--- src/sv/lfsm_pkg.sv ---
`timescale 1ns / 1ps
package lfsm_pkg;

   localparam int MODE_W      = 2;
   localparam int SLOT_W      = 2;
   localparam int FRAME_W     = 64;
   localparam int REQ_TDATA_W = 72;
   localparam int REQ_TUSER_W = 2;
   localparam int RSP_TDATA_W = 72;
   localparam int RSP_TUSER_W = 1;
   localparam int REQ_PAD_W   = REQ_TDATA_W - SLOT_W - FRAME_W;
   localparam int RSP_PAD_W   = RSP_TDATA_W - SLOT_W - FRAME_W;

   typedef enum logic [MODE_W-1:0] {
      MODE_BUILD   = 2'd0,
      MODE_PUBLISH = 2'd1,
      MODE_ACQUIRE = 2'd2,
      MODE_RELEASE = 2'd3
   } req_mode_type;

   typedef enum logic [1:0] {
      SLOT_FREE      = 2'd0,
      SLOT_BUILDING  = 2'd1,
      SLOT_PUBLISHED = 2'd2,
      SLOT_READING   = 2'd3
   } slot_state_type;

   typedef enum logic [4:0] {
      CS_IDLE   = 5'b00001,
      CS_SCAN   = 5'b00010,
      CS_DECIDE = 5'b00100,
      CS_UPDATE = 5'b01000,
      CS_HOLD   = 5'b10000
   } ctrl_state_type;

   // commands from the controller to the datapath
   typedef struct packed {
      logic latch_req;
      logic scan_en;
      logic decide;
      logic update_en;
      logic load_out;
   } dp_cmd_type;

endpackage

--- src/sv/lfsm_ctrl.sv ---
`timescale 1ns / 1ps
module lfsm_ctrl #(
   parameter int SLOT_COUNT = 3
) (
   input  logic                   clock,
   input  logic                   reset,
   input  logic                   req_valid,
   output logic                   req_ready,
   input  logic                   rsp_ready,
   output logic                   rsp_valid,
   output lfsm_pkg::dp_cmd_type   cmd,
   output logic [((SLOT_COUNT > 1) ? $clog2(SLOT_COUNT) : 1)-1:0] ptr
);
   import lfsm_pkg::*;

   localparam int IDX_W = (SLOT_COUNT > 1) ? $clog2(SLOT_COUNT) : 1;
   localparam logic [IDX_W-1:0] LAST_IDX = IDX_W'(SLOT_COUNT - 1);

   ctrl_state_type    state_ff, state_in;
   logic [IDX_W-1:0]  ptr_ff, ptr_in;
   logic              valid_ff, valid_in;
   logic              out_free;
   logic              ptr_last;

   assign out_free  = !valid_ff || rsp_ready;
   assign ptr_last  = (ptr_ff == LAST_IDX);
   assign req_ready = (state_ff == CS_IDLE);
   assign rsp_valid = valid_ff;
   assign ptr       = ptr_ff;

   always_comb begin
      state_in = state_ff;
      ptr_in   = ptr_ff;
      cmd      = '0;
      case (state_ff)
         CS_IDLE: begin
            if (req_valid) begin
               cmd.latch_req = 1'b1;
               ptr_in        = '0;
               state_in      = CS_SCAN;
            end
         end
         CS_SCAN: begin
            cmd.scan_en = 1'b1;
            if (ptr_last) begin
               ptr_in   = '0;
               state_in = CS_DECIDE;
            end else begin
               ptr_in = ptr_ff + 1'b1;
            end
         end
         CS_DECIDE: begin
            cmd.decide = 1'b1;
            state_in   = CS_UPDATE;
         end
         CS_UPDATE: begin
            cmd.update_en = 1'b1;
            if (ptr_last) begin
               ptr_in = '0;
               if (out_free) begin
                  cmd.load_out = 1'b1;
                  state_in     = CS_IDLE;
               end else begin
                  state_in = CS_HOLD;
               end
            end else begin
               ptr_in = ptr_ff + 1'b1;
            end
         end
         CS_HOLD: begin
            // result waits here while the previous beat is still unclaimed
            if (out_free) begin
               cmd.load_out = 1'b1;
               state_in     = CS_IDLE;
            end
         end
         default: begin
            state_in = CS_IDLE;
         end
      endcase
   end

   always_comb begin
      valid_in = valid_ff;
      if (cmd.load_out) begin
         valid_in = 1'b1;
      end else if (rsp_ready) begin
         valid_in = 1'b0;
      end
   end

   always_ff @(posedge clock) begin
      if (reset) begin
         state_ff <= CS_IDLE;
         ptr_ff   <= '0;
         valid_ff <= 1'b0;
      end else begin
         state_ff <= state_in;
         ptr_ff   <= ptr_in;
         valid_ff <= valid_in;
      end
   end

endmodule

--- src/sv/lfsm_datapath.sv ---
`timescale 1ns / 1ps
module lfsm_datapath #(
   parameter int SLOT_COUNT = 3
) (
   input  logic                                  clock,
   input  logic                                  reset,
   input  lfsm_pkg::dp_cmd_type                  cmd,
   input  logic [((SLOT_COUNT > 1) ? $clog2(SLOT_COUNT) : 1)-1:0] ptr,
   input  lfsm_pkg::req_mode_type                req_mode,
   input  logic [lfsm_pkg::SLOT_W-1:0]           req_slot,
   input  logic [lfsm_pkg::FRAME_W-1:0]          req_frame,
   output logic                                  rsp_ok,
   output logic [lfsm_pkg::SLOT_W-1:0]           rsp_slot,
   output logic [lfsm_pkg::FRAME_W-1:0]          rsp_frame
);
   import lfsm_pkg::*;

   localparam int IDX_W = (SLOT_COUNT > 1) ? $clog2(SLOT_COUNT) : 1;
   localparam int CMP_W = (IDX_W > SLOT_W) ? IDX_W : SLOT_W;

   // request
   req_mode_type          mode_ff, mode_in;
   logic [SLOT_W-1:0]     idx_ff, idx_in;
   logic [FRAME_W-1:0]    frame_ff, frame_in;

   // slot pool
   slot_state_type        slot_state_ff [SLOT_COUNT];
   slot_state_type        slot_state_in [SLOT_COUNT];
   logic [FRAME_W-1:0]    slot_frame_ff [SLOT_COUNT];
   logic [FRAME_W-1:0]    slot_frame_in [SLOT_COUNT];
   logic                  build_open_ff, build_open_in;
   logic [IDX_W-1:0]      build_slot_ff, build_slot_in;
   logic                  read_open_ff, read_open_in;
   logic [IDX_W-1:0]      read_slot_ff, read_slot_in;

   // scan results
   logic                  free_found_ff, free_found_in;
   logic [IDX_W-1:0]      free_idx_ff, free_idx_in;
   logic                  pub_found_ff, pub_found_in;
   logic [IDX_W-1:0]      pub_idx_ff, pub_idx_in;
   logic                  best_found_ff, best_found_in;
   logic [IDX_W-1:0]      best_idx_ff, best_idx_in;
   logic [FRAME_W-1:0]    best_frame_ff, best_frame_in;
   logic [FRAME_W-1:0]    rd_frame_ff, rd_frame_in;

   // decision
   logic                  dec_ok, dec_ok_ff;
   logic                  dec_act, dec_act_ff;
   logic [IDX_W-1:0]      dec_pick, dec_pick_ff;
   logic [SLOT_W-1:0]     dec_slot, dec_slot_ff;
   logic [FRAME_W-1:0]    dec_frame, dec_frame_ff;

   // result beat
   logic                  out_ok_ff;
   logic [SLOT_W-1:0]     out_slot_ff;
   logic [FRAME_W-1:0]    out_frame_ff;

   slot_state_type        cur_state;
   logic [FRAME_W-1:0]    cur_frame;
   logic                  hit;

   assign cur_state = slot_state_ff[ptr];
   assign cur_frame = slot_frame_ff[ptr];
   assign hit       = (ptr == dec_pick_ff);

   assign rsp_ok    = out_ok_ff;
   assign rsp_slot  = out_slot_ff;
   assign rsp_frame = out_frame_ff;

   // request capture and scan pass
   always_comb begin
      mode_in       = mode_ff;
      idx_in        = idx_ff;
      frame_in      = frame_ff;
      free_found_in = free_found_ff;
      free_idx_in   = free_idx_ff;
      pub_found_in  = pub_found_ff;
      pub_idx_in    = pub_idx_ff;
      best_found_in = best_found_ff;
      best_idx_in   = best_idx_ff;
      best_frame_in = best_frame_ff;
      rd_frame_in   = rd_frame_ff;
      if (cmd.latch_req) begin
         mode_in       = req_mode;
         idx_in        = req_slot;
         frame_in      = req_frame;
         free_found_in = 1'b0;
         free_idx_in   = '0;
         pub_found_in  = 1'b0;
         pub_idx_in    = '0;
         best_found_in = 1'b0;
         best_idx_in   = '0;
         best_frame_in = '0;
         rd_frame_in   = '0;
      end else if (cmd.scan_en) begin
         if (!free_found_ff && cur_state == SLOT_FREE) begin
            free_found_in = 1'b1;
            free_idx_in   = ptr;
         end
         if (!pub_found_ff && cur_state == SLOT_PUBLISHED) begin
            pub_found_in = 1'b1;
            pub_idx_in   = ptr;
         end
         // strict compare keeps the lowest index on equal frame numbers
         if (cur_state == SLOT_PUBLISHED && (!best_found_ff || cur_frame > best_frame_ff)) begin
            best_found_in = 1'b1;
            best_idx_in   = ptr;
            best_frame_in = cur_frame;
         end
         if (ptr == read_slot_ff) begin
            rd_frame_in = cur_frame;
         end
      end
   end

   // decision from the scan results
   always_comb begin
      dec_ok    = 1'b0;
      dec_act   = 1'b0;
      dec_pick  = '0;
      dec_slot  = '0;
      dec_frame = '0;
      case (mode_ff)
         MODE_BUILD: begin
            dec_ok   = !build_open_ff && (free_found_ff || pub_found_ff);
            dec_act  = dec_ok;
            dec_pick = free_found_ff ? free_idx_ff : pub_idx_ff;
            dec_slot = dec_ok ? SLOT_W'(dec_pick) : '0;
         end
         MODE_PUBLISH: begin
            dec_ok   = build_open_ff && (CMP_W'(build_slot_ff) == CMP_W'(idx_ff));
            dec_act  = dec_ok;
            dec_pick = build_slot_ff;
         end
         MODE_ACQUIRE: begin
            if (read_open_ff) begin
               // slot already out for reading: hand it back unchanged
               dec_ok    = 1'b1;
               dec_slot  = SLOT_W'(read_slot_ff);
               dec_frame = rd_frame_ff;
            end else begin
               dec_ok    = best_found_ff;
               dec_act   = best_found_ff;
               dec_pick  = best_idx_ff;
               dec_slot  = best_found_ff ? SLOT_W'(best_idx_ff) : '0;
               dec_frame = best_found_ff ? best_frame_ff : '0;
            end
         end
         MODE_RELEASE: begin
            dec_ok   = read_open_ff && (rd_frame_ff == frame_ff);
            dec_act  = dec_ok;
            dec_pick = read_slot_ff;
         end
         default: begin
            dec_ok = 1'b0;
         end
      endcase
   end

   // bookkeeping at the decision, slot writes during the update pass
   always_comb begin
      build_open_in = build_open_ff;
      build_slot_in = build_slot_ff;
      read_open_in  = read_open_ff;
      read_slot_in  = read_slot_ff;
      slot_state_in = slot_state_ff;
      slot_frame_in = slot_frame_ff;
      if (cmd.decide && dec_act) begin
         case (mode_ff)
            MODE_BUILD: begin
               build_open_in = 1'b1;
               build_slot_in = dec_pick;
            end
            MODE_PUBLISH: begin
               build_open_in = 1'b0;
            end
            MODE_ACQUIRE: begin
               read_open_in = 1'b1;
               read_slot_in = dec_pick;
            end
            MODE_RELEASE: begin
               read_open_in = 1'b0;
            end
            default: begin
               build_open_in = build_open_ff;
            end
         endcase
      end
      if (cmd.update_en && dec_act_ff) begin
         case (mode_ff)
            MODE_BUILD: begin
               if (hit) begin
                  slot_state_in[ptr] = SLOT_BUILDING;
                  slot_frame_in[ptr] = '0;
               end
            end
            MODE_PUBLISH: begin
               if (hit) begin
                  slot_state_in[ptr] = SLOT_PUBLISHED;
                  slot_frame_in[ptr] = frame_ff;
               end else if (cur_state == SLOT_PUBLISHED && cur_frame < frame_ff) begin
                  slot_state_in[ptr] = SLOT_FREE;
                  slot_frame_in[ptr] = '0;
               end
            end
            MODE_ACQUIRE: begin
               if (hit) begin
                  slot_state_in[ptr] = SLOT_READING;
               end else if (cur_state == SLOT_PUBLISHED) begin
                  slot_state_in[ptr] = SLOT_FREE;
                  slot_frame_in[ptr] = '0;
               end
            end
            MODE_RELEASE: begin
               if (hit) begin
                  slot_state_in[ptr] = SLOT_FREE;
                  slot_frame_in[ptr] = '0;
               end
            end
            default: begin
               slot_state_in[ptr] = cur_state;
            end
         endcase
      end
   end

   always_ff @(posedge clock) begin
      if (reset) begin
         build_open_ff <= 1'b0;
         build_slot_ff <= '0;
         read_open_ff  <= 1'b0;
         read_slot_ff  <= '0;
         for (int i = 0; i < SLOT_COUNT; i++) begin
            slot_state_ff[i] <= SLOT_FREE;
            slot_frame_ff[i] <= '0;
         end
      end else begin
         build_open_ff <= build_open_in;
         build_slot_ff <= build_slot_in;
         read_open_ff  <= read_open_in;
         read_slot_ff  <= read_slot_in;
         slot_state_ff <= slot_state_in;
         slot_frame_ff <= slot_frame_in;
      end
   end

   always_ff @(posedge clock) begin
      mode_ff       <= mode_in;
      idx_ff        <= idx_in;
      frame_ff      <= frame_in;
      free_found_ff <= free_found_in;
      free_idx_ff   <= free_idx_in;
      pub_found_ff  <= pub_found_in;
      pub_idx_ff    <= pub_idx_in;
      best_found_ff <= best_found_in;
      best_idx_ff   <= best_idx_in;
      best_frame_ff <= best_frame_in;
      rd_frame_ff   <= rd_frame_in;
      if (cmd.decide) begin
         dec_ok_ff    <= dec_ok;
         dec_act_ff   <= dec_act;
         dec_pick_ff  <= dec_pick;
         dec_slot_ff  <= dec_slot;
         dec_frame_ff <= dec_frame;
      end
      if (cmd.load_out) begin
         out_ok_ff    <= dec_ok_ff;
         out_slot_ff  <= dec_slot_ff;
         out_frame_ff <= dec_frame_ff;
      end
   end

endmodule

--- src/sv/latest_frame_slot_manager_top.sv ---
`timescale 1ns / 1ps
// Latest-frame slot manager: one producer and one consumer share SLOT_COUNT
// frame-buffer slots. Each request beat on the req_ channel carries a kind in
// req_tuser (begin build, publish, acquire latest, release) and a slot index
// and frame number in req_tdata. Every request yields exactly one response
// beat on the rsp_ channel: rsp_tuser is the ok flag, rsp_tdata the granted
// slot and, for acquire, its frame number (zero where not applicable).
// A request is handled by scanning the slots one per cycle to gather
// candidates, a decision step, then a second pass writing one slot per
// cycle. A new request is taken only after the previous one has finished
// its update pass; the slot scan and the single slot write port set the
// pace.
// The response sits in an output register, so the next request is accepted
// while a response waits; if the receiver stalls longer, the following
// result is parked and the block takes no new request until the waiting
// beat is taken. Reset frees every slot, zeroes every frame number, closes
// any open build or read and drops a pending response.
module latest_frame_slot_manager_top #(
   parameter int SLOT_COUNT = 3
) (
   input  logic                               clock,
   input  logic                               reset,
   input  logic                               req_tvalid,
   output logic                               req_tready,
   // slot_index [1:0], frame_id [65:2], zero pad [71:66]
   input  logic [lfsm_pkg::REQ_TDATA_W-1:0]   req_tdata,
   // mode [1:0]
   input  logic [lfsm_pkg::REQ_TUSER_W-1:0]   req_tuser,
   output logic                               rsp_tvalid,
   input  logic                               rsp_tready,
   // slot_index_res [1:0], frame_id_res [65:2], zero pad [71:66]
   output logic [lfsm_pkg::RSP_TDATA_W-1:0]   rsp_tdata,
   // ok [0]
   output logic [lfsm_pkg::RSP_TUSER_W-1:0]   rsp_tuser
);
   import lfsm_pkg::*;

   localparam int IDX_W = (SLOT_COUNT > 1) ? $clog2(SLOT_COUNT) : 1;

   dp_cmd_type           cmd;
   logic [IDX_W-1:0]     ptr;
   req_mode_type         req_mode;
   logic [SLOT_W-1:0]    req_slot;
   logic [FRAME_W-1:0]   req_frame;
   logic                 rsp_ok;
   logic [SLOT_W-1:0]    rsp_slot;
   logic [FRAME_W-1:0]   rsp_frame;

   assign req_mode  = req_mode_type'(req_tuser[MODE_W-1:0]);
   assign req_slot  = req_tdata[SLOT_W-1:0];
   assign req_frame = req_tdata[SLOT_W +: FRAME_W];

   assign rsp_tdata = {{RSP_PAD_W{1'b0}}, rsp_frame, rsp_slot};
   assign rsp_tuser = rsp_ok;

   lfsm_ctrl #(
      .SLOT_COUNT (SLOT_COUNT)
   ) u_ctrl (
      .clock     (clock),
      .reset     (reset),
      .req_valid (req_tvalid),
      .req_ready (req_tready),
      .rsp_ready (rsp_tready),
      .rsp_valid (rsp_tvalid),
      .cmd       (cmd),
      .ptr       (ptr)
   );

   lfsm_datapath #(
      .SLOT_COUNT (SLOT_COUNT)
   ) u_datapath (
      .clock     (clock),
      .reset     (reset),
      .cmd       (cmd),
      .ptr       (ptr),
      .req_mode  (req_mode),
      .req_slot  (req_slot),
      .req_frame (req_frame),
      .rsp_ok    (rsp_ok),
      .rsp_slot  (rsp_slot),
      .rsp_frame (rsp_frame)
   );

endmodule

--- config.mk ---
export PLATFORM = sky130hd
export DESIGN_NAME = latest_frame_slot_manager_top
export DESIGN_NICKNAME = d
export VERILOG_FILES = /design/src/sv/lfsm_pkg.sv /design/src/sv/lfsm_ctrl.sv /design/src/sv/lfsm_datapath.sv /design/src/sv/latest_frame_slot_manager_top.sv
export SDC_FILE = /design/constraint.sdc
export NUM_CORES = 1
export LEC_CHECK = 0
export ABC_AREA = 0
export BUFFER_PORTS_ARGS = -buffer_cell sky130_fd_sc_hd__clkbuf_2
export CORE_UTILIZATION = 55
export DETAILED_ROUTE_END_ITERATION = 12
export PLACE_DENSITY_LB_ADDON = 0.12
export SYNTH_ARGS = -nofsm -noshare
export SYNTH_HDL_FRONTEND = slang
export SYNTH_HIERARCHICAL = 1
export SYNTH_SLANG_ARGS = --single-unit
--- constraint.sdc ---
create_clock -name clock -period 4.8 [get_ports clock]
set_input_delay 0.48 -clock clock [delete_from_list [all_inputs] [get_ports clock]]
set_output_delay 0.48 -clock clock [all_outputs]
set_load 0.01 [all_outputs]
==> impl_metrics.env <==
export IMPL_cts_tree="yes"
export IMPL_slew_violations=0
export IMPL_rr_worst_depth=14
export IMPL_diodes=0
export IMPL_ff2ff_setup_slack_ns=0.32
export IMPL_grt_overflow=0
export IMPL_layout_drive_gt1_share_pct=11.84
export IMPL_design_area_mm2=0.02917
export IMPL_min_path_type="in2reg"
export IMPL_nets=2847
export IMPL_fp_dieW_um=219.5
export IMPL_netlist_area_mm2=0.02602
export IMPL_drt_wl_total_mm=72.13
export IMPL_cts_inserted_buffers=57
export IMPL_total_power_mw=10.64
export IMPL_fill_cells=3843
export IMPL_grt_max_degree=141
export IMPL_synthFlopType="dfxtp_1"
export IMPL_grtUsageMet3_pct=4.624
export IMPL_grt_pass1_vias=19360
export IMPL_hold_viol_final=0
export IMPL_initial_core_util_pct=55.88
export IMPL_ys_seq_elements=554
export IMPL_die_area_mm2=0.04818
export IMPL_vias_per_cell=5.907
export IMPL_syn2layout_area_growth_pct=12.10
export IMPL_hold_path_depth=1
export IMPL_min_to="u_datapath/frame_ff[49]"
export IMPL_cts_root_buffer="clkbuf_16"
export IMPL_htree_levels=2
export IMPL_drv_cap=0
export IMPL_grt_most_used_layer="met2"
export IMPL_cts_clk_slew_worst_paths_ns=0.06
export IMPL_crit_type="reg2reg"
export IMPL_fmax_mhz=223.3
export IMPL_gr_usage_met2_pct=49.95
export IMPL_synthTopCellsByArea="dfxtp_1 27%, edfxtp_1 24%, mux2i_1 10%"
export IMPL_tightest_slew_ns=1.156
export IMPL_setup_violations=0
export IMPL_synth_most_common_cell="nand2_1"
export IMPL_drtAntennaViolNets=0
export IMPL_post_route_period_util_pct=93.30
export IMPL_min_from="req_tdata[51]"
export IMPL_gp_congestion=0.9098
export IMPL_grt_use_met1_pct=39.81
export IMPL_fp_row_count=79
export IMPL_ir_drop_mv=0.3762
export IMPL_antenna_found_initial=0
export IMPL_drt_initial_drc_count=1680
export IMPL_finalCriticalPeriod_ns=4.479
export IMPL_coreArea_mm2=0.04656
export IMPL_critPathMaxFanout=38
export IMPL_r2r_start="u_ctrl/ptr[0]"
export IMPL_grt_pass1_wl_mm=110.4
export IMPL_rr_endpoint="u_datapath/slot_frame_ff[22]"
export IMPL_yosys_warnings=6
export IMPL_rsz0062_at_grt="no"
export IMPL_dp_final_hpwl_mm=48.17
export IMPL_syn_avg_cell_area_um2=10.21
export IMPL_post_drt_wl_per_cell_um=21.91
export IMPL_grtUsageTotal_pct=30.10
export IMPL_critPathLaunchType="register"
export IMPL_via_count=19450
export IMPL_cts_sinks=554
export IMPL_cts_path_max_buffers=3
export IMPL_cp_arrival_ns=5.01
export IMPL_ys_seq_area_share_pct=50.51
export IMPL_ys_types=87
export IMPL_syn_inst=2548
export IMPL_worstSetupEndpointType="register"
export IMPL_netlist_area_leader_share_pct=26.85
export IMPL_synth_enable_flop_cells=205
export IMPL_ys_top_cells_by_count="366 x nand2_1, 349 x dfxtp_1, 266 x mux2i_1"
export IMPL_synthArstFlopShare_pct=0
export IMPL_setup_tns_ns=0
export IMPL_place_area_mm2=0.02724
export IMPL_dieHeight_um=219.5
export IMPL_dr_pass1_iters=6
export IMPL_outcome="completed"
export IMPL_power_leakage_nw=12.90
export IMPL_crit_required_ns=5.33
export IMPL_ios=153
export IMPL_portBuffers=140
export IMPL_synth_largest_area_cell="dfxtp_1"
export IMPL_slew_headroom_pct=22.76
export IMPL_powerDensity_mw_per_mm2=364.7
export IMPL_insertion_delay_ns=0.62
export IMPL_skew_ns=0.02301
export IMPL_drc_errors=0
## metrics by stage
step / cells / hold WS (ns) / util, % / worst slack (ns)
finish: 3292 / 0.03447 / 62.65 / 0.3214
global route: 3292 / 0.008819 / 62.65 / 0.1459
CTS: 3292 / 0.0006292 / 62.64 / 0.3151
detailed placement: 3183 / 0.4045 / 58.52 / 0.3408
global placement: 3183 / 0.4012 / 58.52 / 0.3888
floorplan: 2553 / 0.4003 / - / 0.8782
## registers in the layout, summed over array words and instances (netlist names), 2 cells and up
name	cells
u_datapath/idx_ff	2
u_datapath/free_idx_ff	2
u_ctrl/state_ff	5
u_datapath/slot_state_ff	6
u_datapath/rsp_slot	2
u_datapath/rsp_frame	64
u_datapath/mode_ff	2
u_datapath/pub_idx_ff	2
u_datapath/dec_pick_ff	2
u_datapath/build_slot_ff	2
u_datapath/dec_frame_ff	64
u_datapath/best_frame_ff	64
u_ctrl/ptr	2
u_datapath/rd_frame_ff	64
u_datapath/best_idx_ff	2
u_datapath/dec_slot_ff	2
u_datapath/read_slot_ff	2
u_datapath/slot_frame_ff	192
u_datapath/frame_ff	64
## power by group
| group | switching (mW) | internal [mW] | leakage (nW) | total, mW |
|---|---|---|---|---|
| sequential | 0.220 | 5.07 | 4.40 | 5.29 |
| combinational | 0.585 | 0.299 | 7.57 | 0.884 |
| clock | 1.87 | 2.60 | 0.924 | 4.47 |
| total | 2.67 | 7.96 | 12.9 | 10.6 |
## logic make-up after synthesis
family                     share of synthesized area (%)
AOI/OAI and AO/OA                                  13.60
muxes                                              10.23
other                                            0.01441
adders and majority gates                          6.348
xor gates and xnor gates                           1.616
DFF                                                50.51
and+or+nand+nor                                    11.43
buffers and inverters                              6.242
## critical path, stage by stage (launching register included)
cell      delay (ns)
dfxtp_4         0.65
buf_12          0.27
mux2i_1         0.21
nor2_1          0.05
a21oi_1         0.36
inv_1           0.15
ha_1            0.33
nand3_1         0.11
nor3_1          0.36
o211ai_1        0.19
a31oi_1         0.43
o21ai_1         0.30
nand4_1         0.31
buf_12          0.36
mux2i_1         0.26
## per-layer routing
metal	share of wire, %	routed length, um	up-vias
met1	43	31370	9497
met3	6.4	4644	141
met4	2.9	2106	0
met2	47	34010	653
met5	0	0	-
li1	-	-	9154
## layout make-up
type                            instances  area [um^2]  area share [%]
Clock inverter                         30        261.5          0.8966
Sequential cell                       554        13150           45.08
Timing Repair Buffer                  185         1231           4.221
Clock buffer                           77         1637           5.611
Tap cell                              607        759.5           2.604
Multi-Input combinational cell       1631        11340           38.88
Inverter                              208        790.8           2.711
## worst max path at each step
stage | start | end | cells after the start | slack (ns)
after global routing | u_ctrl/ptr[0] | u_datapath/best_frame_ff[37] | 14 | 0.15
after detailed placement | u_ctrl/ptr[0] | u_datapath/best_frame_ff[37] | 14 | 0.34
final | u_ctrl/ptr[0] | u_datapath/slot_frame_ff[22] | 14 | 0.32
after floorplan | u_ctrl/ptr[0] | u_datapath/slot_frame_ff[100] | 18 | 0.88
after CTS | u_ctrl/ptr[0] | u_datapath/best_frame_ff[37] | 14 | 0.32
after global placement | u_ctrl/ptr[0] | u_datapath/best_frame_ff[46] | 14 | 0.39
## layout by cell type (no fill, tap or decap), types with 7 or more instances in the layout
cell / netlist / layout
clkbuf_16: 0 / 61
buf_4: 7 / 28
o21ai_0: 88 / 88
ha_1: 132 / 132
nor2_1: 165 / 163
a21o_1: 22 / 21
nand4_1: 37 / 37
inv_1: 207 / 205
nand2_1: 366 / 365
nor2b_1: 9 / 9
a211oi_1: 69 / 69
clkinv_1: 0 / 7
clkinv_2: 0 / 12
nand2b_1: 25 / 25
clkbuf_1: 104 / 11
edfxtp_1: 205 / 205
nor3_1: 11 / 9
xnor2_1: 44 / 44
o211ai_1: 72 / 72
a221oi_1: 7 / 7
a21oi_1: 112 / 112
dfxtp_1: 349 / 347
o211a_1: 64 / 64
mux2i_1: 266 / 266
nor4_1: 10 / 10
buf_12: 7 / 15
clkbuf_2: 0 / 140
nand3_1: 16 / 16
o2111ai_1: 8 / 8
## repair_timing
item,CTS,global route
buffers inserted,0,0
resized for setup,0,1
hold buffers,2,0
hold endpoints to repair,2,0
setup endpoints to repair,0,53
Power figures use the tool's default switching activity.
